`config.mk`:
```
export PLATFORM = sky130hd
export DESIGN_NAME = csp_sepia_row
export DESIGN_NICKNAME = d
export VERILOG_FILES = /design/src/sv/csp_pkg.sv /design/src/sv/csp_sepia_row.sv
export SDC_FILE = /design/constraint.sdc
export NUM_CORES = 1
export LEC_CHECK = 0
export BUFFER_PORTS_ARGS = -buffer_cell sky130_fd_sc_hd__buf_2
export CAP_MARGIN = 40
export CORE_ASPECT_RATIO = 2
export CORE_MARGIN = 1.5
export CORE_UTILIZATION = 35
export CTS_BUF_LIST = sky130_fd_sc_hd__clkbuf_8
export CTS_CLUSTER_DIAMETER = 200
export CTS_CLUSTER_SIZE = 24
export DETAILED_ROUTE_END_ITERATION = 8
export PLACE_DENSITY = 0.54
export SLEW_MARGIN = 20
export SYNTH_ARGS = -nofsm -noshare
export SYNTH_HDL_FRONTEND = slang
export SYNTH_SLANG_ARGS = --single-unit
```
`constraint.sdc`:
```
create_clock -name clk -period 5.8 [get_ports clk]
set_input_delay 0.29 -clock clk [delete_from_list [all_inputs] [get_ports clk]]
set_output_delay 0.29 -clock clk [all_outputs]
set_load 0.01 [all_outputs]
```
`src/sv/csp_pkg.sv`:
```
// Package for the contrast and sepia pixel pipeline: field widths, sepia
// coefficients, divide-by-1000 reciprocal constants and shared types.
// No dependencies.
package csp_pkg;

	// Field widths
	localparam int COMP_W      = 8;
	localparam int GAIN_W      = 15;
	localparam int GAIN_FRAC   = 12;
	localparam int PROD_W      = COMP_W + GAIN_W;

	// Largest component value and gain after reset (about 1.1025 in Q3.12)
	localparam logic [COMP_W-1:0] COMP_MAX   = 8'd255;
	localparam logic [GAIN_W-1:0] GAIN_RESET = 15'd4516;

	// Sepia matrix in units of 1/1000, one row per output component
	localparam int COEF_W = 10;
	localparam logic [COEF_W-1:0] SEPIA_MILLI [3][3] = '{
		'{10'd393, 10'd769, 10'd189},
		'{10'd349, 10'd686, 10'd168},
		'{10'd272, 10'd534, 10'd131}
	};

	// Row sum: 255 * 1351 fits in 19 bits
	localparam int SUM_W = 19;

	// Divide by 1000 as multiply by ceil(2^28 / 1000) and shift; exact for
	// every sum below the clamp limit (255 + 1) * 1000, which fits in 18 bits
	localparam int                  SEPIA_SCALE = 1000;
	localparam logic [SUM_W-1:0]    DIV_LIMIT   = SUM_W'((int'(COMP_MAX) + 1) * SEPIA_SCALE);
	localparam int                  QIN_W       = 18;
	localparam int                  DIV_SHIFT   = 28;
	localparam int                  DMUL_W      = 19;
	localparam logic [DMUL_W-1:0]   DIV_MUL     = 19'd268436;
	localparam int                  QPROD_W     = QIN_W + DMUL_W;

	// Load strobes for the two stages inside a sepia row
	typedef struct packed {
		logic s3;
		logic s4;
	} csp_row_en_t;

endpackage

```
`src/sv/csp_sepia_row.sv`:
```
// One row of the sepia matrix: weighted sum of the scaled components (stage 3),
// then divide by 1000 and clamp (stage 4). Depends on csp_pkg.
module csp_sepia_row import csp_pkg::*; #(
	parameter int ROW = 0
) (
	input  logic              clk,
	input  logic              arst_n,
	input  csp_row_en_t       en,
	input  logic [COMP_W-1:0] scaled [3],
	output logic [COMP_W-1:0] res_s4
);

	logic [SUM_W-1:0]   sum_d;
	logic [SUM_W-1:0]   sum_s3;
	logic [QPROD_W-1:0] qprod;
	logic [COMP_W-1:0]  quo;
	logic               over;

	// Weighted sum of the three scaled components
	always_comb begin
		sum_d = SUM_W'(scaled[0]) * SUM_W'(SEPIA_MILLI[ROW][0])
			+ SUM_W'(scaled[1]) * SUM_W'(SEPIA_MILLI[ROW][1])
			+ SUM_W'(scaled[2]) * SUM_W'(SEPIA_MILLI[ROW][2]);
	end

	always_ff @(posedge clk) begin
		if (en.s3) begin
			sum_s3 <= sum_d;
		end
	end

	// Divide by 1000 through the reciprocal; saturate at the clamp limit
	always_comb begin
		over  = (sum_s3 >= DIV_LIMIT);
		qprod = QPROD_W'(sum_s3[QIN_W-1:0]) * QPROD_W'(DIV_MUL);
		quo   = qprod[DIV_SHIFT +: COMP_W];
	end

	always_ff @(posedge clk) begin
		if (en.s4) begin
			res_s4 <= over ? COMP_MAX : quo;
		end
	end

	// Saturated sums give the maximum, sums below one unit give zero
	a_row_sat: assert property (@(posedge clk) disable iff (!arst_n)
		en.s4 && (sum_s3 >= DIV_LIMIT) |=> res_s4 == COMP_MAX)
		else $error("sepia row did not saturate");
	a_row_zero: assert property (@(posedge clk) disable iff (!arst_n)
		en.s4 && (sum_s3 < SUM_W'(SEPIA_SCALE)) |=> res_s4 == '0)
		else $error("sepia row below one unit is not zero");

endmodule

```
# Word-level counts from Yosys, hierarchy flattened
# Index checks and enable logic that the tools add are counted.
[totals] register_bits=27 latchBits=0 mem_bits_rw=0 mem_bits_ro=0 in_bits=28 output_inout_bits=8 word_cells=9 mem_count=0
[op_classes] add_sub_neg=2 n_mul=4 div=0 n_lt_le_gt_ge=1 eq_ne=0 shift=0 mux=0 n_bitwise=0 n_reduce_logical=0
[ops] op="18-bit by 17-bit multiplier with 34-bit output, second input constant" n=1
[ops] op="17-bit by 18-bit adder with 19-bit output" n=1
[ops] op="19-bit by 16-bit adder with 19-bit output" n=1
[ops] op="19-bit by 18-bit greater-or-equal comparator with 1-bit output, second input constant" n=1
[ops] op="8-bit by 10-bit multiplier with 18-bit output, second input constant" n=1
[ops] op="8-bit by 9-bit multiplier with 17-bit output, second input constant" n=1
[ops] op="8-bit by 8-bit multiplier with 16-bit output, second input constant" n=1

# Depth between registers and ports, before layout
# Gate-level depths: netlist of run 1.
[logic_depth] ltp_word=3 depth_mapped=21 ltp_nobuf=21

# Least setup slack after synthesis of run 1
# Ideal clock, no wire load.
[synth_timing] kind="in2reg" start="input scaled[7] (netlist bit)" end="register sum_s3[18], data pin" setup_ns=0.260 t_arrival_ns=5.260 required_time_ns=5.540 slack_ns=0.280 cell_stages=20 path_buffers=0 cell_sequence="ha_1 > xor2_1 > ha_1 > inv_1 > fa_1 > fa_1 > inv_1 > fa_1 > fa_1 > inv_1 > fa_1 > inv_1 > ha_1 > o211ai_1 > nor3_1 > o311a_1 > o21ai_0 > o21ai_0 > a21oi_1 > xnor2_1"
[synth_via] elab_chain_len=2
[synth_rtl] item="start: declaration" line_no="csp_sepia_row.sv:9" rtl="input logic [COMP_W-1:0] scaled [3],"
[synth_rtl] item="8-bit by 8-bit multiplier with 16-bit output" line_no="csp_sepia_row.sv:23" rtl="+ SUM_W'(scaled[2]) * SUM_W'(SEPIA_MILLI[ROW][2]);"
[synth_rtl] item="19-bit by 16-bit adder with 19-bit output" line_no="csp_sepia_row.sv:23"
[synth_rtl] item="via sum_d[18]" line_no="csp_sepia_row.sv:13" rtl="logic [SUM_W-1:0] sum_d;"
[synth_rtl] item="end signal: assignment" line_no="csp_sepia_row.sv:28" rtl="sum_s3 <= sum_d;"
[synth_rtl] item="end: declaration" line_no="csp_sepia_row.sv:14" rtl="logic [SUM_W-1:0] sum_s3;"
# The timed path passes the listed nets, and every way through them passes these cells.
# A chain may end at the register's enable or synchronous reset.

# Final worst setup path of run 1
# Ends and elaborated chain as after synthesis.

==> flow_metrics.env, run 1 <==
export IMPL_status="finished, final reports clean"
export IMPL_synthesis_nets=1326
export IMPL_io_buffers=34
export IMPL_critPathKind="input pin to register"
export IMPL_vias=6215
export IMPL_coreArea_um2=24900
export IMPL_rsz0062_at_grt="no"
export IMPL_slew_headroom=0.641
export IMPL_syn_inst=912
export IMPL_cts_hold_buf=0
export IMPL_crit_path_start="scaled[7]"
export IMPL_antenna_cells=0
export IMPL_post_place_ws_ns=-0.174
export IMPL_final_hold_viol_count=0
export IMPL_worstPathRequired_ns=5.85
export IMPL_cts_setup_buffers=0
export IMPL_grt_usage=0.166
export IMPL_avgRoutedWirePerCell_um=15.5
export IMPL_drc_errors=0
export IMPL_reg2regPathDepth=18
export IMPL_viasPerCell=4.69
export IMPL_fmax_ghz=0.180
export IMPL_cts_sinks=27
export IMPL_path_max_fanout=5
export IMPL_dr_pass1_iters=4
export IMPL_r2r_start="sum_s3[7]"
export IMPL_async_flop_share=0
export IMPL_cts_tree="done"
export IMPL_io_pins=36
export IMPL_worstSkewPairLatency_ns=0.29
export IMPL_synth_edf_count=27
export IMPL_yosysSeqAreaShare=0.0916
export IMPL_finalCritPeriodShare=0.958
export IMPL_layout_min_cycle_time_ns=5.56
export IMPL_max_slew_worst_pin_slew_ns=0.538
export IMPL_drv_cap=0
export IMPL_fp_dieW_um=115
export IMPL_fillCellCount=2510
export IMPL_grt_pass1_wl_um=33100
export IMPL_avgSynthCellArea_um2=9.70
export IMPL_clockRootBuffer="clkbuf_8"
export IMPL_rr_endpoint="res_s4[5]"
export IMPL_htree_levels=1
export IMPL_maxSlewViolCount=0
export IMPL_hpwl_um=19400
export IMPL_seq_area_um2=811
export IMPL_synth_area_um2=8850
export IMPL_hp_class="input pin to register"
export IMPL_synth_ff_type="edfxtp_1"
export IMPL_rrSetupSlack_ns=0.33
export IMPL_multiInputGateArea_um2=6860
export IMPL_layout_commonest_cell="inv_1"
export IMPL_final_cell_mix="inv_1 (317), ha_1 (271), fa_1 (114)"
export IMPL_grt_max_degree=20
export IMPL_ant_nets=0
export IMPL_grt_overflow_total=0
export IMPL_yosysWarnings=0
export IMPL_cp_end_kind="register"
export IMPL_cts_buffers=3
export IMPL_drive_above_1_share=0.0909
export IMPL_synth_seq_cells=27
export IMPL_post_route_util=0.393
export IMPL_clk_pin_slew_worst_paths_ns=0.10
export IMPL_critical_path_startpoint_type="input pin"
export IMPL_num_rows=82
export IMPL_layout_setup_ws_ns=0.243
export IMPL_critPathCapture="sum_s3[18]"
export IMPL_start_util=0.355
export IMPL_gp_congestion=0.818
export IMPL_grt_pass1_vias=6918
export IMPL_cts_path_max_buffers=2
export IMPL_dieArea_um2=26300
export IMPL_syn_to_final_growth_pct=10.8
export IMPL_synth_distinct_cells=47
export IMPL_fin_nets=1405
export IMPL_critPathArrivalTime_ns=5.61
export IMPL_setup_viol=0
export IMPL_die_y_um=228
export IMPL_antenna_found_initial=0
export IMPL_clock_skew_final_ns=0.00472
export IMPL_wl_um=20500
export IMPL_setup_tns_final_ns=0
export IMPL_drt_initial_drc_count=168
## sequential cells by signal (all words and copies together) (netlist names)
register / count
res_s4: 8
sum_s3: 19
## logic make-up (layout without fill, tap and decap cells)
kind of cell / count (synthesis) / in the layout / synth area share
xor+xnor: 19 / 19 / 0.0188
compound gates: 90 / 90 / 0.0690
fa+ha+maj: 386 / 386 / 0.642
buf+inv: 318 / 396 / 0.135
flops: 27 / 27 / 0.0916
mux: 3 / 3 / 0.00382
simple gates: 69 / 69 / 0.0394
## worst min-delay path by stage
stage	from	to	slack [ns]	depth (start not counted)
6_report	en[0]	res_s4[6]	0.33	1
5_1_grt	en[0]	res_s4[6]	0.34	1
4_1_cts	en[0]	res_s4[6]	0.34	1
3_5_place_dp	sum_s3[18]	res_s4[0]	0.60	2
3_3_place_gp	en[0]	res_s4[2]	0.64	1
2_1_floorplan	en[0]	res_s4[0]	0.40	0
## worst max-delay path: stages
cell	delay, ns
buf_2	0.12
ha_1	0.34
xor2_1	0.16
ha_1	0.29
inv_1	0.06
fa_1	0.50
fa_1	0.51
inv_1	0.05
fa_1	0.46
fa_1	0.54
inv_1	0.05
fa_1	0.52
inv_1	0.04
ha_2	0.31
o211ai_1	0.20
nor3_1	0.09
o311a_1	0.40
o21ai_1	0.16
buf_4	0.15
o21ai_0	0.08
a21oi_1	0.18
xnor2_1	0.09
## stage by stage
step | hold WS, ns | area [um2] | cells
2_1_floorplan | 0.402 | 8850 | 912
3_3_place_gp | 0.637 | 9740 | 1321
3_5_place_dp | 0.604 | 9750 | 1322
4_1_cts | 0.340 | 9790 | 1326
5_1_grt | 0.339 | 9800 | 1326
6_report | 0.328 | 9800 | 1326
## synthesized netlist by cell type (all sizes together), types with 4 or more instances
cell type | number | share of area
a21o | 11 | 0.0093
xnor2 | 12 | 0.012
nand4 | 6 | 0.0042
ha | 272 | 0.38
o21ai | 16 | 0.0090
nor3 | 6 | 0.0034
edfxtp | 27 | 0.092
inv | 316 | 0.13
o211ai | 4 | 0.0034
fa | 114 | 0.26
nor2 | 12 | 0.0051
nand2 | 18 | 0.0076
nand3 | 5 | 0.0028
a211oi | 4 | 0.0034
xor2 | 7 | 0.0069
a21oi | 26 | 0.015
and3 | 6 | 0.0042
a31oi | 4 | 0.0028
## per-layer routing
metal / track usage / vias up / wire length (um)
met5: 0 / - / 0
met4: 0.0945 / 0 / 1420
met3: 0.0109 / 51 / 326
met2: 0.365 / 101 / 12700
met1: 0.128 / 3018 / 6040
li1: - / 3045 / -
## cell type report
| type | instances | area share |
|---|---|---|
| timing repair buffer | 76 | 0.0493 |
| clock inverter | 1 | 0.000383 |
| clock buffer | 3 | 0.00421 |
| multi-input combinational | 567 | 0.700 |
| tap | 336 | 0.0429 |
| inverter | 316 | 0.121 |
| sequential | 27 | 0.0827 |
## what timing repair did
item                                    4_1_cts  5_1_grt
endpoints found under the hold margin         0        0
endpoints found under the setup margin        0        4
resized for setup                             0        5
Power of run 1 is left out: the tool's default activity adds up to more than one toggle a clock period on the data nets, which glitch-free logic cannot reach.
==> inputs of run 2 (changes only) <==
Settings changed: CTS_BUF_LIST sky130_fd_sc_hd__clkbuf_8 to sky130_fd_sc_hd__clkbuf_4 sky130_fd_sc_hd__clkbuf_8 sky130_fd_sc_hd__clkbuf_16.
==> run 2 against run 1 <==
Compared with the run above:
- core utilization rose by 0.20 points
- setup slack improved by 0.073 ns
- maximum frequency rose by 1.3%
- design area rose by 0.51%
- via count fell by 0.13%
- hold slack improved by 0.026 ns
- cell count did not move
- critical endpoint is now res_s4[5]
- largest cell class unchanged
==> flow_metrics.env, run 2 (synthesized netlist as in run 1, its figures left out) <==
export IMPL_drv_cap=0
export IMPL_io_buffers=34
export IMPL_avgRoutedWirePerCell_um=15.5
export IMPL_largest_reg_flops=19
export IMPL_fin_nets=1405
export IMPL_critical_path_startpoint_type="register"
export IMPL_worstSkewPairLatency_ns=0.27
export IMPL_rrSetupSlack_ns=0.32
export IMPL_critPathArrivalTime_ns=5.51
export IMPL_multiInputGateArea_um2=6870
export IMPL_grt_pass1_vias=6902
export IMPL_slew_headroom=0.645
export IMPL_crit_path_max_incr_delay_ns=0.56
export IMPL_ant_nets=0
export IMPL_drt_initial_drc_count=171
export IMPL_worstPathRequired_ns=5.82
export IMPL_cts_sinks=27
export IMPL_cp_top_family="adder cells"
export IMPL_coreArea_um2=24900
export IMPL_reg2regPathDepth=18
export IMPL_rr_endpoint="res_s4[5]"
export IMPL_antenna_cells=0
export IMPL_dieArea_um2=26300
export IMPL_num_rows=82
export IMPL_crit_chain="ha_1 > ha_1 > inv_1 > fa_1 > inv_1 > ha_1 > inv_1 > fa_1 > fa_1 > inv_1 > ha_1 > a211o_1 > a2111oi_2 > a21boi_2 > o32ai_1 > a41o_1 > a221oi_2 > mux2_1"
export IMPL_fin_area_um2=9850
export IMPL_cp_end_kind="register"
export IMPL_final_hold_viol_count=0
export IMPL_hpwl_um=19400
export IMPL_path_buf_inv=4
export IMPL_cts_buffers=3
export IMPL_dr_pass1_iters=4
export IMPL_grt_max_degree=20
export IMPL_grt_overflow_total=0
export IMPL_placed_cell_area_um2=9750
export IMPL_path_depth=18
export IMPL_die_y_um=228
export IMPL_regMostFlops="sum_s3"
export IMPL_cts_hold_buf=0
export IMPL_start_util=0.355
export IMPL_maxSlewViolCount=0
export IMPL_wl_um=20500
export IMPL_clockRootBuffer="clkbuf_16"
export IMPL_htree_levels=1
export IMPL_vias=6207
export IMPL_cts_tree="done"
export IMPL_holdWs_ns=0.355
export IMPL_layout_setup_ws_ns=0.316
export IMPL_fmax_ghz=0.182
export IMPL_fillCellCount=2499
export IMPL_cts_path_max_buffers=2
export IMPL_gp_congestion=0.818
export IMPL_rsz0062_at_grt="no"
export IMPL_hold_depth=1
export IMPL_io_pins=36
export IMPL_layout_commonest_cell="inv_1"
export IMPL_viasPerCell=4.68
export IMPL_crit_slowest_cell="fa_1"
export IMPL_layout_min_cycle_time_ns=5.48
export IMPL_post_place_ws_ns=-0.174
export IMPL_finalCritPeriodShare=0.946
export IMPL_drive_above_1_share=0.0929
export IMPL_path_max_fanout=3
export IMPL_setup_viol=0
export IMPL_grt_usage=0.166
export IMPL_seq_area_um2=811
export IMPL_top_regs="sum_s3 x19, res_s4 x8"
export IMPL_fp_dieW_um=115
export IMPL_grt_pass1_wl_um=33100
export IMPL_clock_skew_final_ns=0.00255
export IMPL_antenna_found_initial=0
export IMPL_max_slew_worst_pin_slew_ns=0.533
export IMPL_crit_path_start="sum_s3[1]"
export IMPL_critPathKind="register to register"
export IMPL_r2r_start="sum_s3[1]"
export IMPL_critPathCapture="res_s4[5]"
export IMPL_final_cell_mix="inv_1 (316), ha_1 (270), fa_1 (114)"
export IMPL_drc_errors=0
export IMPL_status="finished, final reports clean"
export IMPL_setup_tns_final_ns=0
export IMPL_syn_to_final_growth_pct=11.3
export IMPL_hp_class="input pin to register"
export IMPL_clk_pin_slew_worst_paths_ns=0.07
run 2: layout make-up:
| class | count | area share |
|---|---|---|
| inverters | 316 | 0.120 |
| repair buffers | 76 | 0.0490 |
| flip-flops and latches | 27 | 0.0823 |
| multi-input cells | 567 | 0.697 |
| well taps | 336 | 0.0427 |
| clock buffers | 4 | 0.00838 |
run 2: timing repair:
action / CTS / global route
resized for setup: 0 / 6
setup endpoints to repair: 0 / 4
setup buffers: 0 / 0
run 2: through the flow:
step,util,cells
after global placement,0.391,1321
after detailed placement,0.391,1322
after floorplan,-,912
after CTS,0.394,1326
after global routing,0.395,1326
final,0.395,1326
run 2: worst min-delay path by stage:
stage,startpoint,endpoint,slack (ns)
2_1_floorplan,en[0],res_s4[0],0.40
3_3_place_gp,en[0],res_s4[2],0.64
3_5_place_dp,sum_s3[18],res_s4[0],0.60
4_1_cts,en[0],res_s4[6],0.36
5_1_grt,en[0],res_s4[6],0.37
6_report,en[0],res_s4[6],0.35
run 2: layer usage:
layer / track usage / part of all wire / wire, um
met2: 0.370 / 0.63 / 12900
met3: 0.00983 / 0.016 / 321
met5: 0 / 0 / 0
met1: 0.129 / 0.29 / 6030
met4: 0.0860 / 0.065 / 1330
Power of run 2 is left out for the same reason.
==> inputs of run 3 (changes only) <==
Settings changed: ABC_AREA from default to 1.
==> run 3 against run 2 <==
Compared with the run above:
- core utilization shrank 1.5 points
- hold slack is essentially flat
- clock skew grew 0.0041 ns
- flip-flop and latch count is the same
- cell count grew 18%
- die area grew 9.2%
- highest routed layer unchanged
- register-to-register slack gained 0.53 ns
- first-iteration DRC count grew 34%
==> flow_metrics.env, run 3 <==
export IMPL_synth_distinct_cells=30
export IMPL_drv_cap=0
export IMPL_synth_top_family_by_area="adder cells"
export IMPL_ant_nets=0
export IMPL_synth_ff_type="edfxtp_1"
export IMPL_cts_hold_buf=0
export IMPL_cts_buffers=3
export IMPL_layout_min_cycle_time_ns=5.10
export IMPL_ys_top_cells_by_count="inv_1 (382), ha_1 (272), nand2_1 (174), fa_1 (114), nor2_1 (46)"
export IMPL_critPathKind="input pin to register"
export IMPL_grt_pass1_wl_um=37400
export IMPL_grt_usage=0.163
export IMPL_wl_met1_um=9600
export IMPL_grt_max_degree=20
export IMPL_cts_setup_buffers=0
export IMPL_status="finished, final reports clean"
export IMPL_dr_pass1_iters=4
export IMPL_syn_inst=1172
export IMPL_top_layer_used="met4"
export IMPL_finalCritPeriodShare=0.879
export IMPL_met3_length_um=466
export IMPL_yosysWarnings=0
export IMPL_synth_top_area_frac=0.352
export IMPL_grt_overflow_total=0
export IMPL_setup_viol=0
export IMPL_fmax_ghz=0.196
export IMPL_post_cts_resized=0
export IMPL_cts_sinks=27
export IMPL_cts_tree="done"
export IMPL_avgSynthCellArea_um2=8.26
export IMPL_hold_depth=1
export IMPL_io_buffers=34
export IMPL_clk_pin_slew_worst_paths_ns=0.08
export IMPL_clockRootBuffer="clkbuf_16"
export IMPL_gp_congestion=0.877
export IMPL_synth_compound_area_frac=0.0358
export IMPL_largest_reg_flops=19
export IMPL_clock_skew_final_ns=0.00668
export IMPL_wl_um=21200
export IMPL_final_hold_viol_count=0
export IMPL_drt_initial_drc_count=229
export IMPL_start_util=0.354
export IMPL_top_regs="sum_s3 x19, res_s4 x8"
export IMPL_dieArea_um2=28700
export IMPL_async_flop_share=0
export IMPL_coreArea_um2=27300
export IMPL_viasPerCell=4.54
export IMPL_hp_class="input pin to register"
export IMPL_rsz0062_at_grt="no"
export IMPL_final_cell_mix="inv_1 (382), ha_1 (272), nand2_1 (174)"
export IMPL_synth_seq_cells=27
export IMPL_htree_levels=1
export IMPL_drc_errors=0
export IMPL_dr_wl_met2_um=10900
export IMPL_synth_area_um2=9680
export IMPL_synth_area_top_cells="ha_1 (35%), fa_1 (24%), inv_1 (15%)"
export IMPL_synthesis_nets=1586
export IMPL_fin_nets=1626
export IMPL_die_y_um=238
export IMPL_yosysSeqAreaShare=0.0838
export IMPL_worstPathRequired_ns=5.84
export IMPL_vias=7093
export IMPL_yosys_area_top_type="ha_1"
export IMPL_critical_path_startpoint_type="input pin"
export IMPL_grt_pass1_vias=7934
export IMPL_cp_end_kind="register"
export IMPL_hpwl_um=19300
export IMPL_critPathArrivalTime_ns=5.14
export IMPL_path_max_fanout=5
export IMPL_synth_mux_area_frac=0
export IMPL_cts_path_max_buffers=2
export IMPL_num_rows=86
export IMPL_antenna_cells=0
export IMPL_io_pins=36
export IMPL_synth_xor_area_frac=0.0127
export IMPL_syn_to_final_growth_pct=7.25
export IMPL_slew_headroom=0.618
export IMPL_drive_above_1_share=0.0495
export IMPL_synth_simple_gate_area_share=0.129
export IMPL_maxSlewViolCount=0
export IMPL_setup_tns_final_ns=0
export IMPL_antenna_found_initial=0
export IMPL_synth_edf_count=27
export IMPL_max_slew_worst_pin_slew_ns=0.573
export IMPL_reg2regPathDepth=21
export IMPL_layout_commonest_cell="inv_1"
export IMPL_yosysMostFrequentCell="inv_1"
export IMPL_synthAdderAreaFrac=0.588
export IMPL_avgRoutedWirePerCell_um=13.6
export IMPL_fp_dieW_um=121
export IMPL_worstSkewPairLatency_ns=0.27
export IMPL_regMostFlops="sum_s3"
run 3: cell types whose count changed after synthesis, moves of 7 or more:
cell,before,now
nand2_1,18,174
nor2_1,12,46
inv_1,316,382
o21ai_0,16,4
nand3_1,5,43
o21ai_1,0,8
xnor2_1,12,1
a21o_1,11,4
inv_2,0,8
a21oi_1,26,38
run 3: worst paths after layout:
kind | startpoint | endpoint | slack (ns)
worst max-delay path | scaled[7] | sum_s3[18] | 0.70
worst min-delay path | en[0] | res_s4[4] | 0.35
worst max register to register | sum_s3[8] | res_s4[5] | 0.85
worst min register to register | sum_s3[16] | res_s4[6] | 0.91
run 3: cell type report:
cell class,count,area [um2]
flip-flops and latches,27,811
fillers,2860,17000
well taps,352,440
inverters,390,1460
repair buffers,35,178
clock buffers,3,75.1
clock inverters,1,8.76
multi-input cells,755,7400
run 3: kinds of logic (layout without fill, tap and decap cells):
| family | count (synthesis) | in the layout |
|---|---|---|
| AOI/OAI and AO/OA | 63 | 63 |
| xor gates and xnor gates | 14 | 14 |
| adders and majority gates | 386 | 386 |
| buffers and inverters | 390 | 429 |
| DFF | 27 | 27 |
| and+or+nand+nor | 292 | 292 |
run 3: metal layers:
layer	up-vias	GRT usage
li1	3638	-
met1	3369	0.203
met2	59	0.306
met3	27	0.0134
met4	0	0.0264
met5	-	0
run 3: critical path, cell delays in order:
cell and delay (ns):
buf_2 0.13, ha_1 0.33, xor2_1 0.16, ha_1 0.30, inv_1 0.06, fa_1 0.50
fa_1 0.51, inv_1 0.05, fa_1 0.48, fa_1 0.55, inv_1 0.06, fa_1 0.56
inv_1 0.05, ha_1 0.36, nand2_1 0.07, nand2_1 0.06, inv_1 0.05, o21a_1 0.18
nand2_1 0.13, nand3_1 0.11, nand3b_1 0.10, nand2_1 0.06
run 3: per-stage QoR:
| step | setup slack [ns] | area [um2] | util | instances | hold slack [ns] |
|---|---|---|---|---|---|
| 2_1_floorplan | 0.903 | 9680 | - | 1172 | 0.402 |
| 3_3_place_gp | 0.458 | 10300 | 0.377 | 1559 | 0.630 |
| 3_5_place_dp | 0.417 | 10300 | 0.377 | 1559 | 0.641 |
| 4_1_cts | 0.691 | 10400 | 0.380 | 1563 | 0.359 |
| 5_1_grt | 0.401 | 10400 | 0.380 | 1563 | 0.376 |
| 6_report | 0.700 | 10400 | 0.380 | 1563 | 0.354 |
Power of run 3 is left out for the same reason.
